===== config.mk =====
export PLATFORM = sky130hd
export DESIGN_NAME = cascaded_biquad_lowpass
export DESIGN_NICKNAME = d
export VERILOG_FILES = /design/src/rtl/cbl_pkg.sv /design/src/rtl/cbl_mul.sv /design/src/rtl/cbl_ctrl.sv /design/src/rtl/cascaded_biquad_lowpass.sv
export VERILOG_INCLUDE_DIRS = /design/src /design/src/rtl
export SDC_FILE = /design/constraint.sdc
export NUM_CORES = 2
export LEC_CHECK = 0
export BUFFER_PORTS_ARGS = -buffer_cell sky130_fd_sc_hd__buf_2
export CORE_AREA = 4 4 477 479
export CTS_CLUSTER_SIZE = 14
export DETAILED_ROUTE_END_ITERATION = 6
export DIE_AREA = 0 0 481 483
export PLACE_DENSITY_LB_ADDON = 0.3
export SYNTH_ARGS = -nofsm -noshare
export SYNTH_HDL_FRONTEND = slang
export SYNTH_HIERARCHICAL = 1
export SYNTH_SLANG_ARGS = --single-unit

===== constraint.sdc =====
create_clock -name clk -period 12.85 [get_ports clk]
set_input_delay 0 -clock clk [delete_from_list [all_inputs] [get_ports clk]]
set_output_delay 0 -clock clk [all_outputs]
set_load 0.02 [all_outputs]

===== src/rtl/cascaded_biquad_lowpass_defines.svh =====
// Assertion macros shared by the biquad cascade RTL.
`ifndef CASCADED_BIQUAD_LOWPASS_DEFINES_SVH
`define CASCADED_BIQUAD_LOWPASS_DEFINES_SVH

// Same-cycle implication, disabled while reset is asserted.
`define CBL_ASSERT_IMP(lbl, clk, rstn, ante, cons, msg) \
  lbl: assert property (@(posedge clk) disable iff (!rstn) (ante) |-> (cons)) \
    else $error(msg);

// Next-cycle implication, disabled while reset is asserted.
`define CBL_ASSERT_NXT(lbl, clk, rstn, ante, cons, msg) \
  lbl: assert property (@(posedge clk) disable iff (!rstn) (ante) |=> (cons)) \
    else $error(msg);

`endif


===== src/rtl/cbl_pkg.sv =====
// Package: types, widths and register codes of the biquad cascade.
package cbl_pkg;

  localparam int SECTIONS_DEF = 2;
  localparam int MAX_SECTIONS = 2;
  localparam int SEC_IW       = (MAX_SECTIONS > 1) ? $clog2(MAX_SECTIONS) : 1;
  localparam int COEF_N       = 2 * MAX_SECTIONS;

  localparam int SAMPLE_W = 24;
  localparam int GAIN_W   = 32;
  localparam int CREG_W   = 64;
  localparam int HIST_W   = 40;
  localparam int ACC_W    = 45;
  localparam int MAG_W    = 44;
  localparam int MUL_AW   = 24;
  localparam int MUL_BW   = 32;
  localparam int PROD_W   = MUL_AW + MUL_BW;
  localparam int CFG_AW   = 3;
  localparam int CFG_DW   = 64;

  localparam logic [GAIN_W-1:0] GAIN_RESET = 32'h1000_0000;

  localparam logic [CFG_AW-1:0] REG_INPUT_GAIN = 3'd0;
  localparam logic [CFG_AW-1:0] REG_SEC0_POLES = 3'd1;
  localparam logic [CFG_AW-1:0] REG_SEC0_ZEROS = 3'd2;
  localparam logic [CFG_AW-1:0] REG_SEC1_POLES = 3'd3;
  localparam logic [CFG_AW-1:0] REG_SEC1_ZEROS = 3'd4;

  typedef enum logic [3:0] {
    ST_IDLE,
    ST_GAIN_MUL,
    ST_GAIN_RND,
    ST_MUL_LO,
    ST_MUL_HI,
    ST_COMB,
    ST_SAT_W,
    ST_SAT_Y,
    ST_FINAL
  } state_t;

  typedef struct packed {
    logic              gain_mul;
    logic              gain_rnd;
    logic              mul_lo;
    logic              mul_hi;
    logic              comb;
    logic              sat_w;
    logic              sat_y;
    logic              fin;
    logic [1:0]        k;
    logic [SEC_IW-1:0] sec;
  } cbl_ctl_t;

endpackage


===== src/rtl/cbl_mul.sv =====
// Shared 24x32 unsigned multiplier with registered product.
module cbl_mul import cbl_pkg::*; (
  input  logic              clk,
  input  logic [MUL_AW-1:0] a,
  input  logic [MUL_BW-1:0] b,
  output logic [PROD_W-1:0] p
);

  logic [PROD_W-1:0] p_r;

  always_ff @(posedge clk) begin
    p_r <= PROD_W'(a) * PROD_W'(b);
  end

  assign p = p_r;

endmodule


===== src/rtl/cbl_ctrl.sv =====
// Sequencer: steps the shared multiplier through gain and section products.
`include "cascaded_biquad_lowpass_defines.svh"

module cbl_ctrl import cbl_pkg::*; #(
  parameter int SECTIONS = SECTIONS_DEF
) (
  input  logic     clk,
  input  logic     rst_n,
  input  logic     in_fire,
  input  logic     out_free,
  output logic     in_tready,
  output cbl_ctl_t ctl
);

  localparam int NSEC = (SECTIONS < 1) ? 1 : ((SECTIONS > MAX_SECTIONS) ? MAX_SECTIONS : SECTIONS);
  localparam logic [SEC_IW-1:0] LAST_SEC = SEC_IW'(NSEC - 1);

  state_t            state_r, state_nxt;
  logic [1:0]        k_r, k_nxt;
  logic [SEC_IW-1:0] sec_r, sec_nxt;

  always_ff @(posedge clk) begin
    if (!rst_n) begin
      state_r <= ST_IDLE;
      k_r     <= 2'd0;
      sec_r   <= '0;
    end else begin
      state_r <= state_nxt;
      k_r     <= k_nxt;
      sec_r   <= sec_nxt;
    end
  end

  // next state and product/section counters
  always_comb begin
    state_nxt = state_r;
    k_nxt     = k_r;
    sec_nxt   = sec_r;
    unique case (state_r)
      ST_IDLE:     if (in_fire) state_nxt = ST_GAIN_MUL;
      ST_GAIN_MUL: state_nxt = ST_GAIN_RND;
      ST_GAIN_RND: begin
        state_nxt = ST_MUL_LO;
        k_nxt     = 2'd0;
        sec_nxt   = '0;
      end
      ST_MUL_LO:   state_nxt = ST_MUL_HI;
      ST_MUL_HI:   state_nxt = ST_COMB;
      ST_COMB: begin
        k_nxt = k_r + 2'd1;
        if (k_r == 2'd1)      state_nxt = ST_SAT_W;
        else if (k_r == 2'd3) state_nxt = ST_SAT_Y;
        else                  state_nxt = ST_MUL_LO;
      end
      ST_SAT_W:    state_nxt = ST_MUL_LO;
      ST_SAT_Y: begin
        if (sec_r == LAST_SEC) begin
          state_nxt = ST_FINAL;
        end else begin
          state_nxt = ST_MUL_LO;
          sec_nxt   = sec_r + SEC_IW'(1);
        end
      end
      ST_FINAL:    if (out_free) state_nxt = ST_IDLE;
      default:     state_nxt = ST_IDLE;
    endcase
  end

  // decoded strobes
  always_comb begin
    in_tready    = (state_r == ST_IDLE);
    ctl.gain_mul = (state_r == ST_GAIN_MUL);
    ctl.gain_rnd = (state_r == ST_GAIN_RND);
    ctl.mul_lo   = (state_r == ST_MUL_LO);
    ctl.mul_hi   = (state_r == ST_MUL_HI);
    ctl.comb     = (state_r == ST_COMB);
    ctl.sat_w    = (state_r == ST_SAT_W);
    ctl.sat_y    = (state_r == ST_SAT_Y);
    ctl.fin      = (state_r == ST_FINAL);
    ctl.k        = k_r;
    ctl.sec      = sec_r;
  end

  `CBL_ASSERT_IMP(a_satw_after_poles, clk, rst_n, state_r == ST_SAT_W, k_r == 2'd2, "w saturation not after both pole products")
  `CBL_ASSERT_IMP(a_saty_after_zeros, clk, rst_n, state_r == ST_SAT_Y, k_r == 2'd0, "y saturation not after both zero products")
  `CBL_ASSERT_IMP(a_idle_counter_clear, clk, rst_n, in_tready, k_r == 2'd0, "product counter not wrapped when ready")

endmodule


===== src/rtl/cascaded_biquad_lowpass.sv =====
// Top level: fixed-point direct-form-II biquad cascade with shared multiplier.
//
// One sample word in, one filtered word out. A new sample is taken only once
// the last one has been through every section and the output step. The number
// of sections in use is SECTIONS, limited to 1..2. The work is paced by the
// single 24x32 multiplier, which is used twice for each of the four
// history-by-coefficient products of a section (low and high half of the
// 40-bit history), plus a combine step per product, two saturation steps per
// section, the gain multiply and round, and the output step. in_tready is
// high only between samples; the result sits in an output register, so the
// next sample is accepted while a result waits. out_tuser[0] flags that the
// output or any section value saturated. The user must write registers through
// cfg_we/cfg_addr/cfg_wdata only while idle; the block does not enforce this.
`include "cascaded_biquad_lowpass_defines.svh"

module cascaded_biquad_lowpass import cbl_pkg::*; #(
  parameter int SECTIONS = SECTIONS_DEF
) (
  input  logic                clk,
  input  logic                rst_n,
  input  logic                in_tvalid,
  output logic                in_tready,
  input  logic [SAMPLE_W-1:0] in_tdata,   // [23:0] sample_in
  output logic                out_tvalid,
  input  logic                out_tready,
  output logic [SAMPLE_W-1:0] out_tdata,  // [23:0] sample_out
  output logic [0:0]          out_tuser,  // [0] clipped
  input  logic                cfg_we,
  input  logic [CFG_AW-1:0]   cfg_addr,
  input  logic [CFG_DW-1:0]   cfg_wdata
);

  localparam int NSEC   = (SECTIONS < 1) ? 1 : ((SECTIONS > MAX_SECTIONS) ? MAX_SECTIONS : SECTIONS);
  localparam int HIST_N = 2 * NSEC;
  localparam int HIDX_W = $clog2(HIST_N);

  cbl_ctl_t ctl;
  logic     in_fire;
  logic     out_free;

  logic [GAIN_W-1:0]          gain_r;
  logic [CREG_W-1:0]          coef_r [COEF_N];
  logic [HIST_W-1:0]          hist_r [HIST_N];
  logic [SAMPLE_W-1:0]        x_r;
  logic signed [ACC_W-1:0]    acc_r;
  logic [HIST_W-1:0]          w_r;
  logic [MAG_W-1:0]           mag_r;
  logic                       sub_r;
  logic                       pend_r;
  logic [PROD_W-1:0]          plo_r;
  logic                       clip_r;
  logic                       out_valid_r;
  logic [SAMPLE_W-1:0]        out_data_r;
  logic                       out_clip_r;

  logic [SEC_IW:0]            hidx_full;
  logic [SEC_IW:0]            cidx;
  logic [HIDX_W-1:0]          h1_idx, h2_idx;
  logic [HIST_W-1:0]          h_sel, h_mag;
  logic [CREG_W-1:0]          c_word;
  logic [31:0]                c_sel, c_mag;
  logic [SAMPLE_W-1:0]        x_mag;
  logic [MUL_AW-1:0]          mul_a;
  logic [MUL_BW-1:0]          mul_b;
  logic [PROD_W-1:0]          prod;

  logic [52:0]                t_sum;
  logic [MAG_W-1:0]           r_mag;
  logic signed [ACC_W-1:0]    mag_ext;
  logic signed [ACC_W-1:0]    acc_sum;
  logic                       hist_ovf;
  logic [HIST_W-1:0]          hist_sat;

  logic [PROD_W:0]            g_sum;
  logic [37:0]                g_mag;
  logic signed [ACC_W-1:0]    g_ext, g_val;

  logic [HIST_W-1:0]          a40, f_mag;
  logic [HIST_W:0]            f_sum;
  logic [31:0]                f_r;
  logic                       f_clip;
  logic [SAMPLE_W-1:0]        f_val;

  assign in_fire    = in_tvalid & in_tready;
  assign out_free   = ~out_valid_r | out_tready;
  assign out_tvalid = out_valid_r;
  assign out_tdata  = out_data_r;
  assign out_tuser  = out_clip_r;

  cbl_ctrl #(.SECTIONS(SECTIONS)) u_ctrl (
    .clk       (clk),
    .rst_n     (rst_n),
    .in_fire   (in_fire),
    .out_free  (out_free),
    .in_tready (in_tready),
    .ctl       (ctl)
  );

  // configuration registers
  always_ff @(posedge clk) begin
    if (!rst_n) begin
      gain_r <= GAIN_RESET;
      for (int i = 0; i < COEF_N; i++) coef_r[i] <= '0;
    end else if (cfg_we) begin
      unique case (cfg_addr)
        REG_INPUT_GAIN: gain_r    <= cfg_wdata[GAIN_W-1:0];
        REG_SEC0_POLES: coef_r[0] <= cfg_wdata;
        REG_SEC0_ZEROS: coef_r[1] <= cfg_wdata;
        REG_SEC1_POLES: coef_r[2] <= cfg_wdata;
        REG_SEC1_ZEROS: coef_r[3] <= cfg_wdata;
        default: ;
      endcase
    end
  end

  // operand selection: k[0] picks h1/h2 and beta1/beta2, k[1] poles/zeros
  assign hidx_full = {ctl.sec, ctl.k[0]};
  assign cidx      = {ctl.sec, ctl.k[1]};
  assign h1_idx    = HIDX_W'({ctl.sec, 1'b0});
  assign h2_idx    = HIDX_W'({ctl.sec, 1'b1});
  assign h_sel     = hist_r[hidx_full[HIDX_W-1:0]];
  assign c_word    = coef_r[cidx];
  assign c_sel     = ctl.k[0] ? c_word[63:32] : c_word[31:0];
  assign h_mag     = h_sel[HIST_W-1] ? (~h_sel + 40'd1) : h_sel;
  assign c_mag     = c_sel[31] ? (~c_sel + 32'd1) : c_sel;
  assign x_mag     = x_r[SAMPLE_W-1] ? (~x_r + 24'd1) : x_r;

  always_comb begin
    if (ctl.gain_mul) begin
      mul_a = x_mag;
      mul_b = gain_r;
    end else if (ctl.mul_hi) begin
      mul_a = {4'd0, h_mag[39:20]};
      mul_b = c_mag;
    end else begin
      mul_a = {4'd0, h_mag[19:0]};
      mul_b = c_mag;
    end
  end

  cbl_mul u_mul (
    .clk (clk),
    .a   (mul_a),
    .b   (mul_b),
    .p   (prod)
  );

  // lo + hi<<20, rounded at bit 28; hi low byte folded into the lo sum
  assign t_sum = {1'b0, plo_r[51:0]} + {25'd0, prod[7:0], 20'd0} + 53'h800_0000;
  assign r_mag = prod[51:8] + {19'd0, t_sum[52:28]};

  assign mag_ext = $signed({1'b0, mag_r});
  always_comb begin
    if (!pend_r)    acc_sum = acc_r;
    else if (sub_r) acc_sum = acc_r - mag_ext;
    else            acc_sum = acc_r + mag_ext;
  end

  assign hist_ovf = ~((&acc_sum[ACC_W-1:HIST_W-1]) | ~(|acc_sum[ACC_W-1:HIST_W-1]));
  always_comb begin
    if (!hist_ovf)                hist_sat = acc_sum[HIST_W-1:0];
    else if (acc_sum[ACC_W-1])    hist_sat = 40'h80_0000_0000;
    else                          hist_sat = 40'h7F_FFFF_FFFF;
  end

  // gain product rounded to Q8.32, ties away from zero
  assign g_sum = {1'b0, prod} + 57'h4_0000;
  assign g_mag = g_sum[56:19];
  assign g_ext = $signed({7'd0, g_mag});
  assign g_val = x_r[SAMPLE_W-1] ? -g_ext : g_ext;

  // Q8.32 to Q1.23 with saturation
  assign a40    = acc_r[HIST_W-1:0];
  assign f_mag  = a40[HIST_W-1] ? (~a40 + 40'd1) : a40;
  assign f_sum  = {1'b0, f_mag} + 41'd256;
  assign f_r    = f_sum[40:9];
  assign f_clip = a40[HIST_W-1] ? (f_r > 32'd8388608) : (f_r > 32'd8388607);
  always_comb begin
    if (f_clip)                f_val = a40[HIST_W-1] ? 24'h80_0000 : 24'h7F_FFFF;
    else if (a40[HIST_W-1])    f_val = 24'd0 - f_r[23:0];
    else                       f_val = f_r[23:0];
  end

  // datapath
  always_ff @(posedge clk) begin
    if (in_fire) x_r <= in_tdata;
    if (ctl.mul_hi) plo_r <= prod;
    if (ctl.comb) begin
      mag_r <= r_mag;
      sub_r <= h_sel[HIST_W-1] ^ c_sel[31] ^ ~ctl.k[1];
    end
    if (ctl.gain_rnd)                acc_r <= g_val;
    else if (ctl.sat_w || ctl.sat_y) acc_r <= {{(ACC_W-HIST_W){hist_sat[HIST_W-1]}}, hist_sat};
    else if (pend_r)                 acc_r <= acc_sum;
    if (ctl.sat_w) w_r <= hist_sat;
    if (ctl.gain_rnd)                               clip_r <= 1'b0;
    else if ((ctl.sat_w || ctl.sat_y) && hist_ovf)  clip_r <= 1'b1;
    if (ctl.fin && out_free) begin
      out_data_r <= f_val;
      out_clip_r <= clip_r | f_clip;
    end
  end

  // control and filter state
  always_ff @(posedge clk) begin
    if (!rst_n) begin
      pend_r      <= 1'b0;
      out_valid_r <= 1'b0;
      for (int i = 0; i < HIST_N; i++) hist_r[i] <= '0;
    end else begin
      pend_r <= ctl.comb;
      if (ctl.fin && out_free) out_valid_r <= 1'b1;
      else if (out_tready)     out_valid_r <= 1'b0;
      if (ctl.sat_y) begin
        hist_r[h2_idx] <= hist_r[h1_idx];
        hist_r[h1_idx] <= w_r;
      end
    end
  end

  `CBL_ASSERT_IMP(a_pend_from_comb, clk, rst_n, pend_r, $past(ctl.comb), "pending accumulate without a combine step")
  `CBL_ASSERT_IMP(a_final_no_pend, clk, rst_n, ctl.fin, !pend_r, "output rounding while a product is still pending")
  `CBL_ASSERT_NXT(a_gain_no_pend, clk, rst_n, ctl.gain_mul, ctl.gain_rnd && !pend_r, "gain load overlaps a pending product")

endmodule

==> impl_summary.md <==
Detailed routing
After detailed routing, the number of vias per cell comes to 4.957. The number of remaining DRC errors is 0. Wires add up to 202.4 mm. The DRC marker count from the first detailed-route iteration is 3375. In this run the remaining antenna-violating nets after routing total 0. Dividing the detail-routed wire length by the instance count gives 20.69 um. For this run, the detailed router's first-pass iteration total came to 7.

For this block, the via count after detailed routing is 48.50k.

Logic synthesis
The sequential share of the synthesized area is 31.24%. After synthesis, the cell types taking the most area are sky130_fd_sc_hd__edfxtp_1 28%, sky130_fd_sc_hd__fa_1 20%, sky130_fd_sc_hd__and2_1 7.8%. Synthesis produced 6631 cells. The number of nets in the synthesized netlist is 7663. Counting flops with a built-in enable in the synthesized netlist gives 627.

Dividing the synthesized area by the synthesized cell count gives 10.04 um2. The top cell type by area accounts for 28.29% of the synthesized area. The synthesis warning total is 6. Counting flops with an async set or reset pin after synthesis yields a share of 0%. The most used flip-flop cell after synthesis is sky130_fd_sc_hd__edfxtp_1.

The number of register bits inferred by synthesis is 725. The count of unique library cells instantiated by Yosys is 110. The synthesized cell area is 0.06655 mm2. The largest area contributor in the synthesized netlist is sky130_fd_sc_hd__edfxtp_1.

Setup path
The slowest stage of the critical path is the sky130_fd_sc_hd__dfxtp_4 cell. Among the stages of the critical path, the cell type that occurs most often is sky130_fd_sc_hd__fa_1. Of all nets on the critical path, the largest fanout is 21. The data arrival time of the critical path is 12010 ps. The critical path in this run is classified as reg -> reg. The category of the worst setup path capture point is a register.

The number of buffers and inverters on the critical path is 6. The data required time at the worst endpoint is 13420 ps. The delay of the slowest cell on the worst path is 660 ps. The kind of start point of the critical path is a register.

Broken down by cell family, the worst path's largest delay share belongs to adder cells.

STA
Setup repair after global routing left no endpoint under its margin. The minimum period implied by the final worst setup slack is 11440 ps. The clock arrives with 26.00 ps of skew. The final number of max-transition violations came to 0. The aggregate negative setup slack is 0 ps.

For the pin with the worst max-slew slack, the measured transition is 1207 ps. The remaining max-slew budget at the tightest pin is 19.50%. Timing would allow up to 87.41 MHz. Setup violations remaining at the end of the flow were counted as 0. In the finished design, the share of the clock period the worst path needs comes to 89.03%. The number of failing hold endpoints at the final stage is 0.

Clocking
The clock root buffer master is sky130_fd_sc_hd__clkbuf_16. Clock latency on the worst-skew pair, taken at its later pin, is 710 ps. The number of buffers inserted by post-CTS setup repair is 0. CTS saw 725 sinks. The clock passes through at most 3 buffers. The H-tree depth is 3. The number of clock buffers inserted by TritonCTS is 80. TritonCTS built the clock tree. The clock transition at the register clock pins on the worst setup and hold paths after CTS is 60 ps.

Floorplan
The horizontal die dimension is 481 um. The die outline area is 0.2323 mm2. In this run the count of I/O pins placed on the die edge is 123.

The total number of placement rows is 174. The die extent in y is 483 um. After floorplanning, the core was sized to cover 0.2236 mm2.

The initial utilization of the core area, before any placement, comes to 29.77%.

Job
The tool flagged a number of max-cap violations equal to 0.

Run status
The run finished with clean final reports.

Layout
The post-synthesis to final-layout area growth is 12.32%. The fraction of final layout cells with drive strength greater than 1 is 8.992%. After filler insertion, the fill cell instance count of the layout stands at 22.67k. In the final design database the tool counted 7738 nets.

Global routing
The via count of the first global-routing pass is 50.50k. Entering global routing, the biggest net connects 81 pins. The initial antenna violation count is 9. The first-pass GRT wire length is 311.0 mm. The overall global routing resource usage is 17.22%. Summed over all layers, the global routing overflow is 0.

Placed design
During placement, the flow inserted port buffers numbering 122. The HPWL reported at the end of detailed placement is 150.6 mm. The final weighted congestion in routability-driven placement is 0.9090.

Hold path
The worst hold-check path type is in -> reg.
layout make-up:
cell class / instances / area (um2) / area share (%)
diodes: 20 / 50.05 / 0.06695
flip-flops and latches: 725 / 20800 / 27.83
clock inverters: 42 / 426.7 / 0.5708
clock buffers: 107 / 2165 / 2.896
multi-input cells: 4729 / 41740 / 55.83
well taps: 2992 / 3744 / 5.008
repair buffers: 364 / 2803 / 3.749
inverters: 806 / 3025 / 4.047
cells in the final DEF, fill, tap and decap left out, types with 149 or more instances in the layout:
cell,instances
sky130_fd_sc_hd__and2_1,822
sky130_fd_sc_hd__inv_1,804
sky130_fd_sc_hd__nand2_1,726
sky130_fd_sc_hd__fa_1,660
sky130_fd_sc_hd__edfxtp_1,627
sky130_fd_sc_hd__a21oi_1,311
sky130_fd_sc_hd__ha_1,276
sky130_fd_sc_hd__xnor2_1,262
sky130_fd_sc_hd__nor2_1,203
sky130_fd_sc_hd__o21ai_0,149
through the flow:
step	hold slack, ps	instances	setup WS (ps)	cell area, um2	util, %
3_3_place_gp	182.8	9481	1502	70760	31.65
6_report	91.58	9785	1410	74750	33.43
2_1_floorplan	98.87	6631	2452	66550	-
4_1_cts	23.26	9765	1415	74700	33.41
5_1_grt	55.02	9781	649.1	74740	33.43
3_5_place_dp	184.7	9481	1424	70760	31.65
synth_stat cells, types with 12 or more instances:
cell                       instances
sky130_fd_sc_hd__and4_1           14
sky130_fd_sc_hd__a221oi_1         31
sky130_fd_sc_hd__and2_1          825
sky130_fd_sc_hd__a211oi_1         27
sky130_fd_sc_hd__or2_2            25
sky130_fd_sc_hd__a31oi_1          29
sky130_fd_sc_hd__o211ai_1         24
sky130_fd_sc_hd__a21oi_1         318
sky130_fd_sc_hd__o31a_1           12
sky130_fd_sc_hd__o21a_1           27
sky130_fd_sc_hd__nor4_1           31
sky130_fd_sc_hd__mux4_2          103
sky130_fd_sc_hd__xor2_1          147
sky130_fd_sc_hd__nand3_1          81
sky130_fd_sc_hd__dfxtp_1          98
sky130_fd_sc_hd__o21ai_0         188
sky130_fd_sc_hd__xnor2_1         262
sky130_fd_sc_hd__nand4_1          66
sky130_fd_sc_hd__a21o_1           57
sky130_fd_sc_hd__ha_1            276
sky130_fd_sc_hd__nand2b_1         36
sky130_fd_sc_hd__mux2_2           12
sky130_fd_sc_hd__o31ai_1          37
sky130_fd_sc_hd__o21bai_1         26
sky130_fd_sc_hd__and3_1           38
sky130_fd_sc_hd__buf_1            15
sky130_fd_sc_hd__or3_1            32
sky130_fd_sc_hd__nand2_1         727
sky130_fd_sc_hd__inv_1           804
sky130_fd_sc_hd__or4_1            22
sky130_fd_sc_hd__nor2_1          208
sky130_fd_sc_hd__edfxtp_1        627
sky130_fd_sc_hd__mux2i_1          71
sky130_fd_sc_hd__nor3_1           97
sky130_fd_sc_hd__clkbuf_1        304
sky130_fd_sc_hd__nor2b_1          31
sky130_fd_sc_hd__buf_2            40
sky130_fd_sc_hd__fa_1            660
routing by layer:
layer	track usage [%]	routed length (um)
met1	22.77	87680
met2	29.00	97210
met3	2.477	10220
met4	5.489	7291
met5	0	8
cells by family (layout without fill, tap and decap cells):
logic type	Yosys count	in the layout	synth area share [%]
and+or+nand+nor	2285	2285	17.98
buffers and inverters	1177	1319	6.806
adders and majority gates	936	936	25.04
AOI/OAI and AO/OA	912	912	8.761
DFF	725	725	31.24
xor gates and xnor gates	409	409	5.382
muxes	187	187	4.790
other	0	20	0
path summary, 6_finish.rpt:
kind	startpoint	endpoint	slack (ps)	cells past startpoint
hold / removal	in_tdata[21]	x_r[21]	90	2
setup reg to reg	u_ctrl/sec_r	u_mul/p[52]	1410	33
setup / recovery	u_ctrl/sec_r	u_mul/p[52]	1410	33
hold reg to reg	gain_r[10]	gain_r[10]	460	2
repair_timing:
item / 4_1_cts / 5_1_grt
hold buffers: 135 / 0
gates resized for setup: 0 / 0
hold endpoints to repair: 350 / 0
sequential cells by signal, indices dropped and copies added (netlist names):
signal	count
w_r	40
u_ctrl/k_r	2
gain_r	32
u_mul/p	56
out_tdata	24
plo_r	32
out_tvalid	1
u_ctrl/state_r	4
out_tuser	1
sub_r	1
x_r	24
u_ctrl/sec_r	1
acc_r	45
clip_r	1
hist_r	160
pend_r	1
coef_r	256
mag_r	44
Power is not shown: default switching activity piles up to over one toggle a cycle in this logic, so the estimate is an artifact.
